## src/hdl/ptun_pkg.sv

```systemverilog
`timescale 1ns / 1ps
// Shared constants, register codes and control types for the periodic triangle unit normal.
// No dependencies; every other file of the block imports this package.
package ptun_pkg;

  localparam int COORD_WIDTH_DEF   = 32;
  localparam int OUT_FRAC_BITS_DEF = 30;
  localparam int BOX_WIDTH         = 31;
  localparam int CFG_IDX_WIDTH     = 2;
  localparam logic [BOX_WIDTH-1:0] BOX_RESET = 31'd655360;

  // Edges are scaled to a magnitude of at most 2^30, so they fit 31 signed bits.
  localparam int EDGE_LIMIT_BITS   = 30;
  localparam int EDGE_WIDTH        = EDGE_LIMIT_BITS + 1;
  localparam int PROD_WIDTH        = 2 * EDGE_WIDTH;
  localparam int CROSS_WIDTH       = PROD_WIDTH + 1;
  localparam int CROSS_TARGET_BITS = 31;
  localparam int CLEN_WIDTH        = $clog2(CROSS_WIDTH + 1);
  localparam int CMAG_WIDTH        = 32;
  localparam int SQ_WIDTH          = 64;
  localparam int ROOT_WIDTH        = 32;

  typedef enum logic [CFG_IDX_WIDTH-1:0] {
    REG_BOX_X = 2'd0,
    REG_BOX_Y = 2'd1,
    REG_BOX_Z = 2'd2
  } cfg_reg_t;

  typedef struct packed {
    logic en;
    logic valid;
  } ptun_ctl_t;

endpackage

```

## src/hdl/ptun_isqrt.sv

```systemverilog
`timescale 1ns / 1ps
// Pipelined integer square root, one result bit per stage, with a sideband carried alongside.
// Depends on ptun_pkg.
module ptun_isqrt #(
  parameter int SIDE_WIDTH = 1
) (
  input  logic                            clk,
  input  logic                            rst_n,
  input  ptun_pkg::ptun_ctl_t             ctl_in,
  input  logic [ptun_pkg::SQ_WIDTH-1:0]   in_sq,
  input  logic [SIDE_WIDTH-1:0]           in_side,
  output logic                            out_valid,
  output logic [ptun_pkg::ROOT_WIDTH-1:0] out_root,
  output logic [SIDE_WIDTH-1:0]           out_side
);
  import ptun_pkg::*;

  localparam int STEPS = ROOT_WIDTH;

  logic                  v_s    [STEPS+1];
  logic [SQ_WIDTH-1:0]   x_s    [STEPS+1];
  logic [SQ_WIDTH-1:0]   res_s  [STEPS+1];
  logic [SIDE_WIDTH-1:0] side_s [STEPS+1];

  assign v_s[0]    = ctl_in.valid;
  assign x_s[0]    = in_sq;
  assign res_s[0]  = '0;
  assign side_s[0] = in_side;

  for (genvar k = 0; k < STEPS; k++) begin : g_step
    localparam logic [SQ_WIDTH-1:0] BIT = SQ_WIDTH'(1) << (SQ_WIDTH - 2 - 2 * k);
    logic [SQ_WIDTH-1:0] trial;
    logic                take;

    // Restoring step: the trial subtrahend is the partial root plus this stage's bit.
    assign trial = res_s[k] + BIT;
    assign take  = (x_s[k] >= trial);

    always_ff @(posedge clk) begin
      if (!rst_n) begin
        v_s[k+1] <= 1'b0;
      end else if (ctl_in.en) begin
        v_s[k+1] <= v_s[k];
      end
    end

    always_ff @(posedge clk) begin
      if (ctl_in.en) begin
        x_s[k+1]    <= take ? (x_s[k] - trial) : x_s[k];
        res_s[k+1]  <= take ? ((res_s[k] >> 1) + BIT) : (res_s[k] >> 1);
        side_s[k+1] <= side_s[k];
      end
    end
  end

  assign out_valid = v_s[STEPS];
  assign out_root  = res_s[STEPS][ROOT_WIDTH-1:0];
  assign out_side  = side_s[STEPS];

endmodule

```

## config.mk

```make
export PLATFORM = sky130hd
export DESIGN_NAME = ptun_isqrt
export DESIGN_NICKNAME = d
export VERILOG_FILES = /design/src/hdl/ptun_pkg.sv /design/src/hdl/ptun_isqrt.sv
export SDC_FILE = /design/constraint.sdc
export NUM_CORES = 2
export LEC_CHECK = 0
export CAP_MARGIN = 5
export CORE_UTILIZATION = 58
export CTS_CLUSTER_SIZE = 12
export DETAILED_ROUTE_END_ITERATION = 8
export DONT_BUFFER_PORTS = 1
export MAX_ROUTING_LAYER = met4
export PLACE_DENSITY = 0.76
export SYNTH_ARGS = -nofsm -noshare
export SYNTH_HDL_FRONTEND = slang
export SYNTH_SLANG_ARGS = --single-unit
```

## constraint.sdc

```tcl
create_clock -name clk -period 6.6 [get_ports clk]
set_input_delay 1.32 -clock clk [delete_from_list [all_inputs] [get_ports clk]]
set_output_delay 1.32 -clock clk [all_outputs]
set_load 0.1 [all_outputs]
```

==> metrics.md <==
| Metric | Value |
|---|---|
| Outcome | finished, final reports clean |
| CP Capture Type | flop |
| NetSw | 14.1 mW |
| Hold_buf cts | 0 |
| Worst skew pair latency | 0.95 ns |
| RSZ-0062 raised after global routing | false |
| TritonCTS Buffers | 292 |
| CTS H-tree depth | 5 |
| Die width | 463 um |
| Final hold violations | 0 |
| Synth Flop Type | edfxtp_1 |
| Vias per cell | a little over 6 |
| Drt drc | 0 |
| Vias in the first global route | 77,400 |
| Via count | 79,600 |
| Die Y | approximately 460 um |
| Setup bufs post-CTS | 0 |
| Share of post-route cells with drive strength above 1 | 5.68% |
| Crit Reg-Reg Startpoint | x_s[690]$_DFFE_PP_ |
| Max Clk Rate | 0.209 GHz |
| Register area share after synthesis | 62.4% |
| Flop2flop setup slack | 1.81 ns |
| Setup Viol. Count Final | 0 |
| Switching Share | 29.5% |
| Max cap viols | 0 |
| Clk_skew | between 0.09 and 0.1 ns |
| Worst hold endpoint | side_s[29]$_DFFE_PP_ |
| Slew Limit Headroom | 10.8% |
| Async SR Flop Fraction | 0% |
| Levels on crit path | 10 |
| Post-synth EDFFs | 2,544 |
| Actual slew at the worst max-slew pin | about 1.3 ns |
| GRT Resource Usage Total | 28.1% |
| Logic pwr share | 21.3% |
| Initial DRC count | 7,757 |
| Seq cells post-synth | between 2,000 and 3,000 |
| Clk pwr share | 31.4% |
| Min-delay src | side_s[30]$_DFFE_PP_ |
| Top-area cell type share of the netlist area | 61.9% |
| Req. time, crit path | approximately 7.2 ns |
| CP Launch Type | flop |
| WHS | ~0.42 ns |
| Avg Cell Area, Syn | 12.5 um^2 |
| Final Critical Period | roughly 4.8 ns |
| Final period utilization | 72.5% |
| Synth area leaders | edfxtp_1 (62%), ha_1 (5.7%), xnor2_1 (3.4%), xor2_1 (2.8%), a21oi_1 (2.7%) |
| DR pass1 iterations | 5 |
| Sequential power share | 47.3% |
| IO Port Bufs | 0 |
| PwrDens | 352 nW/um^2 |
| FF-to-FF path depth | 10 |
| Crit path max-delay family | simple AND/OR/NAND/NOR gates |
| Initial antenna violation count | 20 |
| P_leak | 50.6 nW |
| Hold/Removal Path Class | flop to flop |
| WL per Instance | 22.9 um |
| Setup_tns | 0 ns |
| Core Region | around 210,000 um^2 |
| Max VDD drop | 297 uV |
| Final wirelength | 297 mm |
| Mapped cell area | 123,000 um^2 |
| CP dominant cell by count | or4_4 |
| Syn nets | 10,500 |
| Reg clk slew, reported paths | 0.06 ns |
| Root buffer cell | clkbuf_16 |
| Area leader, netlist | edfxtp_1 |
| Final #Nets | 10,600 |
| Post-DP HPWL | 219 mm |
| Critical path arrival | between 5 and 6 ns |
| CTS resizes | 0 |
| GPL Wtd Cong | 0.953 |
| CTS tree | yes |
| Slew Limit Fails | 0 |
| Num ports | approximately 100 |
| First-pass GRT wire length | 455 mm |
| Cell variety after synth | 88 |
| Cell Rows | 168 |
| Num Clock Sinks | 2,576 |
| Worst Hold Depth | 0 |
| Worst-path cell chain | or4_4, or4_4, or4_1, or3_1, a311oi_1, o41a_1, inv_2, a31oi_1, nor4_1, xor2_1 |
| Worst Path Buf+Inv | 1 |
| Antenna Nets Post-Route | 0 |
| Total grt overflow | 0 |
| Int Power | around 34 mW |
| Biggest cell delay along the critical path | 0.56 ns |
| Area growth syn-to-layout | 9.66% |
| Critical path class | flop to flop |
| Crit path max fanout | 41 |
| Worst R2R End | x_s[636]$_DFFE_PP_ |
| Full die area | 215,000 um^2 |
| Initial Utilization | 58.6% |
| Pin count of the biggest net entering global routing | 175 |
| Critical path's slowest cell | or4_4 |
| Post-Syn Instances | 9,886 |
| YS warnings | 0 |
| Max Buffers Root-to-Sink | 4 |
final cells by class:
type / instances / area, um^2
Multi-Input combinational cell: 6357 / 42800
Inverter: 718 / 2700
Fill cell: 15400 / 75100
Antenna cell: 8 / 20.0
Clock inverter: 103 / 975
Clock buffer: 348 / 7580
Timing Repair Buffer: 63 / 653
Tap cell: 2805 / 3510
Sequential cell: 2576 / 77000
Yosys cell counts, types with 55 or more instances:
cell / n
or4_1: 74
inv_1: 715
ha_1: 558
xor2_1: 397
nor3_1: 261
or3_1: 108
o21bai_1: 58
a31oi_1: 55
nand3_1: 160
a21oi_1: 655
o21ai_0: 433
a21o_1: 242
nand4_1: 185
edfxtp_1: 2544
nor2b_1: 92
o21a_1: 92
nor2_1: 659
clkbuf_1: 203
mux2_2: 67
nand2b_1: 99
nand2_1: 610
xnor2_1: 480
nor4_1: 360
through the flow:
stage	instance area (um^2)	util, %	worst slack (ns)	total power, mW	std cells
after global placement	127000	60.2	1.41	32.6	12500
after detailed placement	127000	60.2	1.85	32.8	12500
after global routing	135000	64.3	1.58	49.7	13000
after CTS	135000	64.3	1.82	47.8	13000
final	135000	64.3	1.81	47.7	13000
after floorplan	123000	-	2.93	29.4	9886
power by group through the flow:
stage               sequential [mW]  clock [mW]  combinational, mW
global route                   22.7        15.8               11.2
floorplan                      22.0           0               7.41
finish                         22.5        15.0               10.2
CTS                            22.5        15.2               10.0
global placement               22.8           0               9.83
detailed placement             22.8           0               9.94
per-layer routing:
| metal | up-vias | GRT usage [%] | part of all wire, % |
|---|---|---|---|
| li1 | 37200 | - | - |
| met1 | 39200 | 38.1 | 43 |
| met2 | 2611 | 44.9 | 48 |
| met3 | 490 | 4.05 | 6.4 |
| met4 | 0 | 6.62 | 2.2 |
| met5 | - | - | 0 |
cells in the final DEF (no fill, tap or decap), types with 46 or more instances in the layout:
| cell type | Yosys | routed |
|---|---|---|
| nand2_1 | 610 | 610 |
| a211oi_1 | 48 | 47 |
| a21oi_1 | 655 | 651 |
| buf_4 | 2 | 47 |
| edfxtp_1 | 2544 | 2544 |
| nor2_1 | 659 | 658 |
| nand3_1 | 160 | 160 |
| a21o_1 | 242 | 242 |
| mux2_2 | 67 | 67 |
| nor4b_1 | 50 | 49 |
| clkbuf_16 | 0 | 295 |
| a31oi_1 | 55 | 53 |
| clkinv_1 | 0 | 46 |
| nor3_1 | 261 | 261 |
| or4_1 | 74 | 74 |
| o21ai_0 | 433 | 433 |
| nor4_1 | 360 | 359 |
| inv_1 | 715 | 715 |
| or3_1 | 108 | 108 |
| o21bai_1 | 58 | 58 |
| ha_1 | 558 | 558 |
| o21a_1 | 92 | 92 |
| xnor2_1 | 480 | 480 |
| nand4_1 | 185 | 185 |
| nor2b_1 | 92 | 92 |
| xor2_1 | 397 | 397 |
| clkbuf_1 | 203 | 53 |
| nand2b_1 | 99 | 99 |
| and3_1 | 47 | 47 |
state kept, by name (all words and copies together) (netlist names):
signal,cells
out_valid,1
out_side,1
side_s,31
res_s,496
out_root,32
x_s,1984
v_s,31
how the worst max path moves through the flow:
| stage | start | end | slack (ns) |
|---|---|---|---|
| detailed placement | x_s[692]$_DFFE_PP_ | x_s[636]$_DFFE_PP_ | 1.85 |
| global route | x_s[690]$_DFFE_PP_ | x_s[636]$_DFFE_PP_ | 1.58 |
| CTS | x_s[690]$_DFFE_PP_ | x_s[636]$_DFFE_PP_ | 1.82 |
| floorplan | x_s[243]$_DFFE_PP_ | x_s[156]$_DFFE_PP_ | 2.93 |
| finish | x_s[690]$_DFFE_PP_ | x_s[636]$_DFFE_PP_ | 1.81 |
| global placement | x_s[426]$_DFFE_PP_ | x_s[366]$_DFFE_PP_ | 1.41 |
logic make-up (layout without fill, tap and decap cells):
group / count (synthesis) / count (layout) / share of synthesized area [%]
XOR/XNOR: 877 / 877 / 6.23
multiplexers: 111 / 111 / 0.973
AO/OA/AOI/OAI: 1885 / 1885 / 9.44
flip-flops: 2576 / 2576 / 62.4
buffers and inverters: 953 / 1232 / 2.95
adder cells (fa/ha/maj): 558 / 558 / 5.66
other: 0 / 8 / 0
AND/OR/NAND/NOR: 2926 / 2926 / 12.3
(Power assumes the default switching activity.)
